$ cat config.mk
export PLATFORM = sky130hd
export DESIGN_NAME = delimited_field_extractor_core
export DESIGN_NICKNAME = d
export VERILOG_FILES = /design/src/design/dfe_pkg.sv /design/src/design/delimited_field_extractor_core.sv /design/src/design/dfe_delim_match.sv
export SDC_FILE = /design/constraint.sdc
export NUM_CORES = 1
export LEC_CHECK = 0
export BUFFER_PORTS_ARGS = -buffer_cell sky130_fd_sc_hd__clkbuf_2
export CORE_MARGIN = 2
export CORE_UTILIZATION = 45
export CTS_BUF_LIST = sky130_fd_sc_hd__clkbuf_2 sky130_fd_sc_hd__clkbuf_4 sky130_fd_sc_hd__clkbuf_8
export DETAILED_ROUTE_END_ITERATION = 7
export SYNTH_ARGS = -nofsm -noshare
export SYNTH_HDL_FRONTEND = slang
export SYNTH_SLANG_ARGS = --single-unit
export TNS_END_PERCENT = 5
$ cat constraint.sdc
create_clock -name clk -period 8.9 [get_ports clk]
set_input_delay 1.78 -clock clk [delete_from_list [all_inputs] [get_ports clk]]
set_output_delay 1.78 -clock clk [all_outputs]
set_load 0.005 [all_outputs]
$ cat src/design/dfe_pkg.sv
// Package for the delimited field extractor: sizes, transaction structs,
// search phase codes, register indexes and byte helper functions.
// No dependencies.
package dfe_pkg;

    localparam int MAX_DELIM = 8;
    localparam int MAX_TEXT  = 65536;

    localparam int BYTE_W = 8;
    localparam int WIN_W  = MAX_DELIM * BYTE_W;
    localparam int PAT_W  = 64;
    localparam int LEN_W  = 4;
    localparam int POS_W  = $clog2(MAX_TEXT) + 1;  // holds MAX_TEXT itself
    localparam int OFS_W  = 16;
    localparam int CFG_W  = 64;
    localparam int IDX_W  = 2;

    // Input transaction: one text byte
    typedef struct packed {
        logic [BYTE_W-1:0] text_byte;
        logic              text_last;
    } text_t;

    // Output transaction: one result per text
    typedef struct packed {
        logic             found;
        logic [OFS_W-1:0] value_start;
        logic [OFS_W-1:0] value_length;
    } result_t;

    typedef enum logic [1:0] {
        PH_OPEN  = 2'd0,
        PH_CLOSE = 2'd1,
        PH_DONE  = 2'd2,
        PH_STOP  = 2'd3
    } phase_t;

    typedef enum logic [IDX_W-1:0] {
        REG_OPEN_PATTERN  = 2'd0,
        REG_OPEN_LENGTH   = 2'd1,
        REG_CLOSE_PATTERN = 2'd2,
        REG_CLOSE_LENGTH  = 2'd3
    } reg_index_t;

    // ASCII A-Z folded to lower case, all else unchanged
    function automatic logic [BYTE_W-1:0] fold_byte(input logic [BYTE_W-1:0] b);
        logic [BYTE_W-1:0] r;
        r = b;
        if (b >= 8'h41 && b <= 8'h5A)
        begin
            r = b + 8'h20;
        end
        return r;
    endfunction

    // Delimiter length clipped to MAX_DELIM
    function automatic logic [LEN_W-1:0] eff_len(input logic [LEN_W-1:0] len);
        logic [LEN_W-1:0] r;
        r = len;
        if (len > LEN_W'(MAX_DELIM))
        begin
            r = LEN_W'(MAX_DELIM);
        end
        return r;
    endfunction

endpackage

$ cat src/design/delimited_field_extractor_core.sv
// Top level of the delimited field extractor: input stage, search state,
// result register and configuration registers.
// Depends on dfe_pkg and dfe_delim_match.
//
//  Channel   Signals                              Moves
//  --------  -----------------------------------  ------------------------------
//  text      text_valid, text_stall, text         one text byte per transaction
//  result    result_valid, result_stall, result   one result per text
//  cfg       cfg_write, cfg_index, cfg_data       register write, no read-back
//
// One byte per cycle sustained while text_stall is low. A byte is captured in
// the input stage, then the search state and the result register are updated
// from it as it advances, so result_valid rises once the text_last byte has left
// the input stage. The state recurrence (window shift plus parallel compare)
// sets the rate. Reset clears all control and search state and the registers.
// text_stall only rises when the staged byte closes a text and the result
// register still holds an untaken result that is itself stalled.
module delimited_field_extractor_core (
    input  logic                        clk,
    input  logic                        rst_n,
    // text channel
    input  logic                        text_valid,
    output logic                        text_stall,
    input  dfe_pkg::text_t              text,
    // result channel
    output logic                        result_valid,
    input  logic                        result_stall,
    output dfe_pkg::result_t            result,
    // configuration
    input  logic                        cfg_write,
    input  logic [dfe_pkg::IDX_W-1:0]   cfg_index,
    input  logic [dfe_pkg::CFG_W-1:0]   cfg_data
);

    // ------------------------------------------------------------------
    // Configuration registers
    // ------------------------------------------------------------------
    logic [dfe_pkg::PAT_W-1:0] open_pattern_reg;
    logic [dfe_pkg::LEN_W-1:0] open_length_reg;
    logic [dfe_pkg::PAT_W-1:0] close_pattern_reg;
    logic [dfe_pkg::LEN_W-1:0] close_length_reg;

    always_ff @(posedge clk or negedge rst_n)
    begin
        if (!rst_n)
        begin
            open_pattern_reg  <= '0;
            open_length_reg   <= '0;
            close_pattern_reg <= '0;
            close_length_reg  <= '0;
        end
        else if (cfg_write)
        begin
            unique case (cfg_index)
                dfe_pkg::REG_OPEN_PATTERN:  open_pattern_reg  <= cfg_data;
                dfe_pkg::REG_OPEN_LENGTH:   open_length_reg   <= cfg_data[dfe_pkg::LEN_W-1:0];
                dfe_pkg::REG_CLOSE_PATTERN: close_pattern_reg <= cfg_data;
                dfe_pkg::REG_CLOSE_LENGTH:  close_length_reg  <= cfg_data[dfe_pkg::LEN_W-1:0];
            endcase
        end
    end

    // ------------------------------------------------------------------
    // Input stage
    // ------------------------------------------------------------------
    logic            stage_valid_reg;
    logic            stage_valid_next;
    dfe_pkg::text_t  stage_data_reg;
    logic            advance;
    logic            text_take;
    logic            result_take;

    // Bytes that do not close a text never touch the result register
    assign advance     = stage_valid_reg &
                         (~stage_data_reg.text_last | ~result_valid | ~result_stall);
    assign text_stall  = stage_valid_reg & ~advance;
    assign text_take   = text_valid & ~text_stall;
    assign result_take = result_valid & ~result_stall;

    always_comb
    begin
        stage_valid_next = stage_valid_reg;
        if (text_take)
        begin
            stage_valid_next = 1'b1;
        end
        else if (advance)
        begin
            stage_valid_next = 1'b0;
        end
    end

    always_ff @(posedge clk or negedge rst_n)
    begin
        if (!rst_n)
        begin
            stage_valid_reg <= 1'b0;
        end
        else
        begin
            stage_valid_reg <= stage_valid_next;
        end
    end

    always_ff @(posedge clk)
    begin
        if (text_take)
        begin
            stage_data_reg <= text;
        end
    end

    // ------------------------------------------------------------------
    // Search state
    // ------------------------------------------------------------------
    logic [dfe_pkg::WIN_W-1:0] window_reg,   window_next,   window_cur;
    logic [dfe_pkg::POS_W-1:0] position_reg, position_next, position_cur;
    dfe_pkg::phase_t           phase_reg,    phase_next,    phase_cur;
    logic [dfe_pkg::LEN_W-1:0] in_phase_reg, in_phase_next, in_phase_cur;
    logic [dfe_pkg::OFS_W-1:0] offset_reg,   offset_next,   offset_cur;
    logic [dfe_pkg::OFS_W-1:0] size_reg,     size_next,     size_cur;
    logic                      ended_reg;

    logic [dfe_pkg::LEN_W-1:0] open_len;
    logic [dfe_pkg::LEN_W-1:0] close_len;
    logic                      open_hit;
    logic                      close_hit;
    logic [dfe_pkg::WIN_W-1:0] window_shifted;
    logic [dfe_pkg::LEN_W-1:0] in_phase_inc;

    assign open_len  = dfe_pkg::eff_len(open_length_reg);
    assign close_len = dfe_pkg::eff_len(close_length_reg);

    // A new text starts from cleared per-text state
    always_comb
    begin
        if (ended_reg)
        begin
            window_cur   = '0;
            position_cur = '0;
            phase_cur    = dfe_pkg::PH_OPEN;
            in_phase_cur = '0;
            offset_cur   = '0;
            size_cur     = '0;
        end
        else
        begin
            window_cur   = window_reg;
            position_cur = position_reg;
            phase_cur    = phase_reg;
            in_phase_cur = in_phase_reg;
            offset_cur   = offset_reg;
            size_cur     = size_reg;
        end
    end

    assign window_shifted = {window_cur[dfe_pkg::WIN_W-dfe_pkg::BYTE_W-1:0],
                             stage_data_reg.text_byte};
    assign in_phase_inc   = (in_phase_cur < dfe_pkg::LEN_W'(dfe_pkg::MAX_DELIM)) ?
                            in_phase_cur + 1'b1 : in_phase_cur;

    dfe_delim_match u_open_match (
        .window  (window_shifted),
        .pattern (open_pattern_reg),
        .len     (open_len),
        .hit     (open_hit)
    );

    dfe_delim_match u_close_match (
        .window  (window_shifted),
        .pattern (close_pattern_reg),
        .len     (close_len),
        .hit     (close_hit)
    );

    always_comb
    begin
        window_next   = window_cur;
        position_next = position_cur;
        phase_next    = phase_cur;
        in_phase_next = in_phase_cur;
        offset_next   = offset_cur;
        size_next     = size_cur;
        // Bytes beyond the longest text are not searched
        if (position_cur < dfe_pkg::POS_W'(dfe_pkg::MAX_TEXT))
        begin
            if (phase_cur == dfe_pkg::PH_OPEN || phase_cur == dfe_pkg::PH_CLOSE)
            begin
                if (stage_data_reg.text_byte == '0)
                begin
                    phase_next = dfe_pkg::PH_STOP;
                end
                else
                begin
                    window_next   = window_shifted;
                    in_phase_next = in_phase_inc;
                    if (phase_cur == dfe_pkg::PH_OPEN)
                    begin
                        if (open_len != '0 && in_phase_inc >= open_len && open_hit)
                        begin
                            offset_next   = position_cur[dfe_pkg::OFS_W-1:0] + 1'b1;
                            phase_next    = dfe_pkg::PH_CLOSE;
                            in_phase_next = '0;
                        end
                    end
                    else
                    begin
                        if (close_len != '0 && in_phase_inc >= close_len && close_hit)
                        begin
                            size_next  = position_cur[dfe_pkg::OFS_W-1:0] + 1'b1
                                         - dfe_pkg::OFS_W'(close_len) - offset_cur;
                            phase_next = dfe_pkg::PH_DONE;
                        end
                    end
                end
            end
            position_next = position_cur + 1'b1;
        end
    end

    always_ff @(posedge clk or negedge rst_n)
    begin
        if (!rst_n)
        begin
            window_reg   <= '0;
            position_reg <= '0;
            phase_reg    <= dfe_pkg::PH_OPEN;
            in_phase_reg <= '0;
            offset_reg   <= '0;
            size_reg     <= '0;
            ended_reg    <= 1'b0;
        end
        else if (advance)
        begin
            window_reg   <= window_next;
            position_reg <= position_next;
            phase_reg    <= phase_next;
            in_phase_reg <= in_phase_next;
            offset_reg   <= offset_next;
            size_reg     <= size_next;
            ended_reg    <= stage_data_reg.text_last;
        end
    end

    // ------------------------------------------------------------------
    // Result register
    // ------------------------------------------------------------------
    logic             result_valid_reg;
    logic             result_valid_next;
    dfe_pkg::result_t result_reg;
    dfe_pkg::result_t result_next;
    logic             load_result;

    assign load_result = advance & stage_data_reg.text_last;

    always_comb
    begin
        result_next = '0;
        if (phase_next == dfe_pkg::PH_DONE && open_len != '0 && close_len != '0)
        begin
            result_next.found        = 1'b1;
            result_next.value_start  = offset_next;
            result_next.value_length = size_next;
        end

        result_valid_next = result_valid_reg;
        if (load_result)
        begin
            result_valid_next = 1'b1;
        end
        else if (result_take)
        begin
            result_valid_next = 1'b0;
        end
    end

    always_ff @(posedge clk or negedge rst_n)
    begin
        if (!rst_n)
        begin
            result_valid_reg <= 1'b0;
        end
        else
        begin
            result_valid_reg <= result_valid_next;
        end
    end

    always_ff @(posedge clk)
    begin
        if (load_result)
        begin
            result_reg <= result_next;
        end
    end

    assign result_valid = result_valid_reg;
    assign result       = result_reg;

    // ------------------------------------------------------------------
    // Assertions
    // ------------------------------------------------------------------
    a_not_found_clean: assert property (@(posedge clk) disable iff (!rst_n)
        (result_valid && !result.found) |->
            (result.value_start == '0 && result.value_length == '0))
        else $error("not-found result carries offsets");

    a_position_bound: assert property (@(posedge clk) disable iff (!rst_n)
        position_reg <= dfe_pkg::POS_W'(dfe_pkg::MAX_TEXT))
        else $error("byte position beyond saturation");

    a_in_phase_bound: assert property (@(posedge clk) disable iff (!rst_n)
        in_phase_reg <= dfe_pkg::LEN_W'(dfe_pkg::MAX_DELIM))
        else $error("phase byte count beyond saturation");

    a_hold_on_full: assert property (@(posedge clk) disable iff (!rst_n)
        (result_valid && result_stall && stage_valid_reg && stage_data_reg.text_last)
            |-> text_stall)
        else $error("closing byte advanced over an untaken result");

    a_result_from_last: assert property (@(posedge clk) disable iff (!rst_n)
        $rose(result_valid) |-> $past(stage_valid_reg && stage_data_reg.text_last))
        else $error("result raised without a closing byte");

endmodule

$ cat src/design/dfe_delim_match.sv
// Window compare for one delimiter: folded byte compare of the newest
// bytes of the search window against the pattern. Uses dfe_pkg.
module dfe_delim_match (
    input  logic [dfe_pkg::WIN_W-1:0] window,
    input  logic [dfe_pkg::PAT_W-1:0] pattern,
    input  logic [dfe_pkg::LEN_W-1:0] len,
    output logic                      hit
);

    // One candidate per possible length; entry zero never matches
    logic [dfe_pkg::MAX_DELIM:0] hit_by_len;

    always_comb
    begin
        hit_by_len = '0;
        for (int l = 1; l <= dfe_pkg::MAX_DELIM; l++)
        begin
            hit_by_len[l] = 1'b1;
            for (int i = 0; i < l; i++)
            begin
                if (dfe_pkg::fold_byte(pattern[8*i +: 8]) !=
                    dfe_pkg::fold_byte(window[8*(l-1-i) +: 8]))
                begin
                    hit_by_len[l] = 1'b0;
                end
            end
        end
    end

    assign hit = (len <= dfe_pkg::LEN_W'(dfe_pkg::MAX_DELIM)) ? hit_by_len[len] : 1'b0;

endmodule

==> results of run 1 <==
==> layout by cell type, fill, tap and decap left out, drive strengths merged, types with 12 or more instances in the layout <==
master     n
dfrtp    250
xnor2    218
clkbuf   186
xor2     184
nand2    155
nor2     155
inv      149
o21ai    145
mux2     103
o22ai     87
buf       87
a21oi     85
a31oi     82
nor3      70
nor4      70
a22oi     60
ha        60
nand3     51
nand4     50
o32ai     50
nor4bb    49
a22o      47
nor2b     44
nand2b    42
edfxtp    42
a21o      20
a41oi     20
clkinv    19
or4       14
a2111oi   14
o211ai    12
o41ai     12
==> worst max-delay path, delay by kind of cell, from the launching register on <==
family / cells / cell delay, ps
and+or+nand+nor: 5 / 1670
DFF: 1 / 630
AOI/OAI and AO/OA: 6 / 2620
buffers and inverters: 2 / 1150
==> cell type report <==
type | instances | area [sq um] | share of cell area
timing repair buffer | 200 | 1230 | 0.0459
tap | 696 | 871 | 0.0326
antenna | 4 | 10.0 | 0.000375
sequential | 292 | 7520 | 0.282
clock inverter | 25 | 324 | 0.0121
clock buffer | 73 | 936 | 0.0351
multi-input combinational | 2094 | 15200 | 0.571
inverter | 153 | 574 | 0.0215
==> metal layers <==
layer	vias to the layer above	GRT usage	routed length, um
met5	-	0	46
met4	6	0.201	6500
met3	376	0.125	13800
met2	1550	0.574	47000
met1	11900	0.535	46200
li1	10300	-	-
==> path summary, 6_finish.rpt <==
check | end | slack, ps | cells after the start
max | size_reg[9] | 2620 | 13
min | window_reg[38] | 490 | 2
max reg2reg | size_reg[9] | 2620 | 13
min reg2reg | window_reg[38] | 490 | 2
max in group asynchronous | ended_reg | 6350 | 2
min in group asynchronous | window_reg[36] | 1040 | 1
==> logic make-up (layout without fill, tap and decap cells) <==
kind of cell             Yosys count  in the layout
adder cells (fa/ha/maj)           64             64
buffers and inverters            420            451
XOR/XNOR                         402            402
flip-flops                       292            292
AO/OA/AOI/OAI                    763            763
AND/OR/NAND/NOR                  758            758
multiplexers                     107            107
other                              0              4
==> through the flow <==
stage	total power (uW)	hold WS, ps	area [sq um]	setup WS (ps)
floorplan	4190	450	24400	2600
global placement	5440	468	25400	2790
detailed placement	5470	473	25400	2830
CTS	7030	487	26700	2820
global route	7430	519	26700	2330
finish	7170	486	26700	2620
==> power breakdown <==
| group | internal, uW | total [uW] | switching [uW] |
|---|---|---|---|
| clock | 891 | 1550 | 662 |
| sequential | 1570 | 2160 | 586 |
| combinational | 1250 | 3450 | 2200 |
| total | 3720 | 7170 | 3450 |
==> summary.md, run 1 <==
| Metric | Value |
|---|---|
| Part of the cycle the worst path needs | `0.705` |
| Leading cell types by total area after synthesis | `sky130_fd_sc_hd__dfrtp_1 26%, sky130_fd_sc_hd__xnor2_1 7.8%, sky130_fd_sc_hd__xor2_1 6.6%` |
| Setup crit start kind | `flop` |
| Total number of yosys warnings | `0` |
| Half-perimeter wire length after detailed placement | `80,000 um` |
| Num rows | `85` |
| Multiplexer fraction of the synthesized cell area | `0.0492` |
| Critical path, cell by cell | `buf_4 > buf_4 > nand2b_1 > o41ai_1 > nand4_1 > a2111oi_1 > a41oi_1 > nor3_1 > o311ai_1 > nor4_4 > and2_1 > o21ai_2 > a22o_1` |
| Power per unit of standard cell area | `268 nW/um^2` |
| Synthesized instance count | `about 2,800` |
| Die Outline Area | `approximately 56,000 sq um` |
| Hold path startpoint | `window_reg[38]` |
| Endpoint class of the critical path | `flop` |
| Clk_lat worst skew | `690 ps` |
| Beginning of the critical path | `ended_reg` |
| Actual transition at the worst max-transition pin | `around 1400 ps` |
| Class of the tightest hold or removal check | `reg -> reg` |
| Total instance count after detailed placement | `around 3,400` |
| Count of final setup violators | `0` |
| Data required time at the worst endpoint | `between 9000 and 10,000 ps` |
| Area fraction in compound gates after synthesis | `0.226` |
| Failing checks | `max-capacitance violations` |
| Crit path max fanout | `60` |
| Count of unique library cells instantiated by Yosys | `96` |
| Post-synth ARST share | `0.856` |
| Die outline height | `around 240 um` |
| Flip-flop and latch count after synthesis | `about 290` |
| GR Util All Layers | `0.398` |
| Pre-antenna DRT Iters | `7` |
| Cell at the slowest stage of the critical path | `sky130_fd_sc_hd__a2111oi_1` |
| Top-level port count | `115` |
| Status | `finished, violations left` |
| Arrival time at the worst endpoint | `around 6800 ps` |
| Setup TNS Final | `0 ps` |
| Cell area after synthesis | `24,400 sq um` |
| Maximum clock frequency | `about 0.16 GHz` |
| Slew margin rel. | `0.0100` |
| Number of antenna violations at the first check in global routing | `7` |
| Clock transition at path regs | `roughly 60 ps` |
| Total setup buffers inserted after CTS | `0` |
| Max rail drop VDD | `approximately 0.00020 V` |
| Floorplan die width | `between 200 and 250 um` |
| CTS tree | `built` |
| Max capacitance violation total | `1` |
| Final wirelength | `around 110,000 um` |
| Post-cts resize count | `0` |
| Cell with the most instances on the worst path | `sky130_fd_sc_hd__buf_4` |
| TritonCTS Buffers | `55` |
| Count of unresolved DRC violations after routing | `0` |
| Basic-gate share of the synthesized area counting and, or, nand and nor cells | `0.169` |
| Most instantiated flip-flop cell in the synthesis netlist | `sky130_fd_sc_hd__dfrtp_1` |
| Longest individual stage delay on the worst path | `roughly 1200 ps` |
| Area grow syn2layout | `9.44%` |
| Post-synthesis sequential area ratio | `0.308` |
| Weighted congestion at the end of routability-driven global placement | `roughly 1.0` |
| Iter 0 DRT Violations | `2,976` |
| Layout fillers | `approximately 5,100` |
| Antenna-violating nets left | `0` |
| Xor/xnor cell area share of the yosys netlist | `0.144` |
| Post-route minimum period | `6280 ps` |
| Filler-free cell count of the finished design | `roughly 3,500` |
| Net total in the final layout | `a little under 3,000` |
| Total count of max-transition violations in the final report | `0` |
| Final Hold Violating Endpoints | `0` |
| Synth top cells by count | `250 x sky130_fd_sc_hd__dfrtp_1, 218 x sky130_fd_sc_hd__xnor2_1, 184 x sky130_fd_sc_hd__xor2_1, 155 x sky130_fd_sc_hd__clkbuf_1, 155 x sky130_fd_sc_hd__nand2_1` |
| Hold Buf Count CTS | `0` |
| Number of enable-type register cells in the synthesized netlist | `42` |
| Total number of vias | `24,100` |
| Initial standard-cell utilization of the core | `0.454` |
| Cell type with the largest total area after synthesis | `sky130_fd_sc_hd__dfrtp_1` |
| Clock Skews | `approximately 39 ps` |
| Post-synthesis adder-cell area fraction | `0.0341` |
| Syn Nets | `slightly below 3,000` |
| Most used standard cell by instance count after synthesis | `sky130_fd_sc_hd__dfrtp_1` |
| Share of cells above drive strength 1 | `0.162` |
| Dominant combinational cell family by area after synthesis | `compound AO/OA/AOI/OAI gates` |
| Leak Pwr | `0.0104 uW` |
| H-tree Lvls | `2` |
| Root buffer cell | `sky130_fd_sc_hd__clkbuf_8` |
| Port Buffers | `approximately 110` |
| RSZ-0062 raised after global routing | `false` |
| Synthesized area per cell | `approximately 8.7 sq um` |
| Placeable core region | `between 50,000 and 60,000 sq um` |
| First-pass GRT wire length | `between 150,000 and 200,000 um` |
| Clk buf depth | `3` |
| R2r startpoint | `ended_reg` |
| Fraction of synthesized cell area taken by the top area cell type | `0.257` |
| Final Core Density | `0.497` |
| Largest net degree at the start of global routing | `98` |
| Number of global-route vias before repair | `~23,000` |
| WL per Instance | `between 30 and 40 um` |
| Category of the critical setup timing path | `reg -> reg` |
| Detail-routed via count per cell | `~6.8` |
| Leftover overflow at the end of global routing | `0` |
| Sink Count | `292` |
(Power assumes the default switching activity.)
==> inputs of run 2 (changes only) <==
==> constraint.sdc (replaced) <==
create_clock -name clk -period 5.8 [get_ports clk]
set_input_delay 1.16 -clock clk [delete_from_list [all_inputs] [get_ports clk]]
set_output_delay 1.16 -clock clk [all_outputs]
set_load 0.005 [all_outputs]
==> summary.md, run 2 (same netlist as run 1, synthesis figures left out) <==
| Metric | Value |
|---|---|
| Leak Pwr | `0.0108 uW (was 0.0104 uW)` |
| Setup TNS Final | `0 ps (unchanged)` |
| Antenna-violating nets left | `0 (unchanged)` |
| Half-perimeter wire length after detailed placement | `84,200 um (was 80,000 um)` |
| Met3 capacity usage during global routing | `0.107 (was 0.125)` |
| Total setup buffers inserted after CTS | `0 (unchanged)` |
| Net total in the final layout | `3,022 (was 2,940)` |
| Sink Count | `292 (unchanged)` |
| Class of the tightest hold or removal check | `in -> async (was reg -> reg)` |
| Most frequent standard cell in the layout excluding fill and tap cells | `sky130_fd_sc_hd__dfrtp_1 (unchanged)` |
| Total internal power | `5670 uW (was 3720 uW)` |
| Share of cells above drive strength 1 | `0.184 (was 0.162)` |
| Met1 usage | `0.544 (was 0.535)` |
| Commonest non-fill, non-tap cells in the layout | `249 x sky130_fd_sc_hd__dfrtp_1, 218 x sky130_fd_sc_hd__xnor2_1, 184 x sky130_fd_sc_hd__xor2_1, 163 x sky130_fd_sc_hd__buf_4, 155 x sky130_fd_sc_hd__nand2_1 (was 249 x sky130_fd_sc_hd__dfrtp_1, 218 x sky130_fd_sc_hd__xnor2_1, 184 x sky130_fd_sc_hd__xor2_1, 155 x sky130_fd_sc_hd__nand2_1, 152 x sky130_fd_sc_hd__nor2_1)` |
| Number of antenna violations at the first check in global routing | `6 (was 7)` |
| Crit path max fanout | `64 (was 60)` |
| Actual transition at the worst max-transition pin | `1220 ps (was 1450 ps)` |
| Sequential group share of total power | `0.302 (was 0.301)` |
| Post-cts resize count | `0 (unchanged)` |
| Part of the total power dissipated in combinational logic | `0.500 (was 0.482)` |
| Largest net degree at the start of global routing | `98 (unchanged)` |
| Global routing's busiest layer | `met2 (unchanged)` |
| Floorplan die width | `237 um (unchanged)` |
| Longest individual stage delay on the worst path | `780 ps (was 1150 ps)` |
| Weighted congestion at the end of routability-driven global placement | `1.05 (was 1.00)` |
| Initial standard-cell utilization of the core | `0.454 (unchanged)` |
| Buf/Inv on CP | `2 (unchanged)` |
| CTS tree | `built (unchanged)` |
| Final wirelength | `115,000 um (was 114,000 um)` |
| Maximum clock frequency | `0.190 GHz (was 0.159 GHz)` |
| Detail-routed via count per cell | `6.78 (was 6.82)` |
| Switching share of total power | `0.485 (was 0.482)` |
| Cell at the slowest stage of the critical path | `sky130_fd_sc_hd__dfrtp_4 (was sky130_fd_sc_hd__a2111oi_1)` |
| Count of final setup violators | `0 (unchanged)` |
| Met2 GRT Util | `0.590 (was 0.574)` |
| H-tree Lvls | `2 (unchanged)` |
| Category of the critical setup timing path | `reg -> reg (unchanged)` |
| Clk buf depth | `3 (unchanged)` |
| Post-route minimum period | `5270 ps (was 6280 ps)` |
| Die Outline Area | `56,100 sq um (unchanged)` |
| First-pass GRT wire length | `166,000 um (was 164,000 um)` |
| Worst Reg2Reg Path Length in Cells | `14 (was 13)` |
| Num rows | `85 (unchanged)` |
| Arrival time at the worst endpoint | `5840 ps (was 6840 ps)` |
| Leftover overflow at the end of global routing | `0 (unchanged)` |
| Area grow syn2layout | `11.8% (was 9.44%)` |
| Pre-antenna DRT Iters | `6 (was 7)` |
| Die outline height | `237 um (unchanged)` |
| Clk_lat worst skew | `710 ps (was 690 ps)` |
| Status | `complete, no violations (was finished, violations left)` |
| Iter 0 DRT Violations | `3,417 (was 2,976)` |
| GR Util All Layers | `0.404 (was 0.398)` |
| Critical path, cell by cell | `buf_12 > nor2b_1 > a32o_1 > o41ai_4 > buf_4 > xnor2_1 > nand3_1 > or4_1 > nor4_1 > nor3_1 > a211o_1 > nor2_2 > o21ai_1 > a22o_1 (was buf_4 > buf_4 > nand2b_1 > o41ai_1 > nand4_1 > a2111oi_1 > a41oi_1 > nor3_1 > o311ai_1 > nor4_4 > and2_1 > o21ai_2 > a22o_1)` |
| Top-level port count | `115 (unchanged)` |
| Max rail drop VDD | `0.000235 V (was 0.000205 V)` |
| Worst setup slack after layout | `526 ps (was 2620 ps)` |
| Endpoint class of the critical path | `flop (unchanged)` |
| Total count of max-transition violations in the final report | `0 (unchanged)` |
| Port Buffers | `114 (unchanged)` |
| Number of global-route vias before repair | `23,400 (was 23,000)` |
| Root buffer cell | `sky130_fd_sc_hd__clkbuf_8 (unchanged)` |
| RSZ-0062 raised after global routing | `false (unchanged)` |
| Total number of vias | `24,500 (was 24,100)` |
| Worst Setup Slack post-DPL | `644 ps (was 2830 ps)` |
| TritonCTS Buffers | `54 (was 55)` |
| Part of the cycle the worst path needs | `0.909 (was 0.705)` |
| Clock transition at path regs | `60 ps (about the same)` |
| Cell depth of the worst setup path | `14 (was 13)` |
| Power per unit of standard cell area | `403 nW/um^2 (was 268 nW/um^2)` |
| Clock Skews | `54.0 ps (was 39.1 ps)` |
| Data required time at the worst endpoint | `6370 ps (was 9460 ps)` |
| Clock Power Share | `0.198 (was 0.217)` |
| CP delay by family, top | `compound AO/OA/AOI/OAI gates (unchanged)` |
| Count of unresolved DRC violations after routing | `0 (unchanged)` |
| Placeable core region | `53,700 sq um (unchanged)` |
| Max capacitance violation total | `0 (was 1)` |
| Hold Buf Count CTS | `0 (unchanged)` |
| Final Hold Violating Endpoints | `0 (unchanged)` |
| Net switching power figure | `5330 uW (was 3450 uW)` |
| Setup crit start kind | `flop (unchanged)` |
| WL per Instance | `31.9 um (was 32.1 um)` |
| Slew margin rel. | `0.187 (was 0.0100)` |
==> run 2: cell count changes in the layout (fill, tap and decap cells not counted), moves of 2 or more <==
cell	before	now
sky130_fd_sc_hd__clkinv_1	7	11
sky130_fd_sc_hd__inv_8	0	2
sky130_fd_sc_hd__diode_2	4	2
sky130_fd_sc_hd__bufinv_16	7	2
sky130_fd_sc_hd__buf_4	86	163
sky130_fd_sc_hd__buf_12	0	6
sky130_fd_sc_hd__clkbuf_4	11	16
sky130_fd_sc_hd__clkinvlp_4	3	0
sky130_fd_sc_hd__o41ai_2	6	4
==> run 2: layout make-up <==
type	instances	area, sq um
Inverter	153	574
Fill cell	5147	26400
Antenna cell	2	5.00
Sequential cell	292	7520
Clock inverter	22	180
Multi-Input combinational cell	2094	15200
Clock buffer	78	973
Timing Repair Buffer	283	1920
Tap cell	696	871
==> run 2: worst register-to-register path, cell delays in order, from the launching register on <==
cell	delay (ps)
sky130_fd_sc_hd__dfrtp_4	780
sky130_fd_sc_hd__buf_12	340
sky130_fd_sc_hd__nor2b_1	160
sky130_fd_sc_hd__a32o_1	390
sky130_fd_sc_hd__o41ai_4	370
sky130_fd_sc_hd__buf_4	270
sky130_fd_sc_hd__xnor2_1	140
sky130_fd_sc_hd__nand3_1	80
sky130_fd_sc_hd__or4_1	640
sky130_fd_sc_hd__nor4_1	450
sky130_fd_sc_hd__nor3_1	180
sky130_fd_sc_hd__a211o_1	450
sky130_fd_sc_hd__nor2_2	170
sky130_fd_sc_hd__o21ai_1	380
sky130_fd_sc_hd__a22o_1	350
==> run 2: layer usage <==
metal	up-vias	routed length, um
li1	10400	-
met1	12200	47300
met3	355	12800
met5	-	26
met2	1585	48100
met4	4	7280
==> run 2: stage by stage <==
step                      hold WS, ps  std cells  utilization  total power (uW)  area (sq um)
after floorplan                   450       2806            -              6440         24400
after global placement            468       3518        0.486              8550         26100
after detailed placement          472       3518        0.486              8580         26100
after CTS                         422       3618        0.508             10800         27300
after global routing              454       3619        0.508             11400         27300
final                             395       3620        0.508             11000         27300
==> run 2: power by group through the flow <==
stage	Sequential, uW	Combinational [uW]	Clock (uW)
2_1_floorplan	2700	3740	0
3_3_place_gp	3280	5270	0
3_5_place_dp	3280	5300	0
4_1_cts	3250	5320	2210
5_1_grt	3320	5790	2290
6_report	3330	5500	2170
==> run 2: worst paths after layout <==
kind	slack, ps	start	endpoint
max	530	ended_reg	offset_reg[1]
min	400	rst_n	window_reg[36]
max reg2reg	530	ended_reg	offset_reg[1]
min reg2reg	490	window_reg[38]	window_reg[38]
max in group asynchronous	4320	rst_n	open_pattern_reg[58]
min in group clk	490	window_reg[38]	window_reg[38]
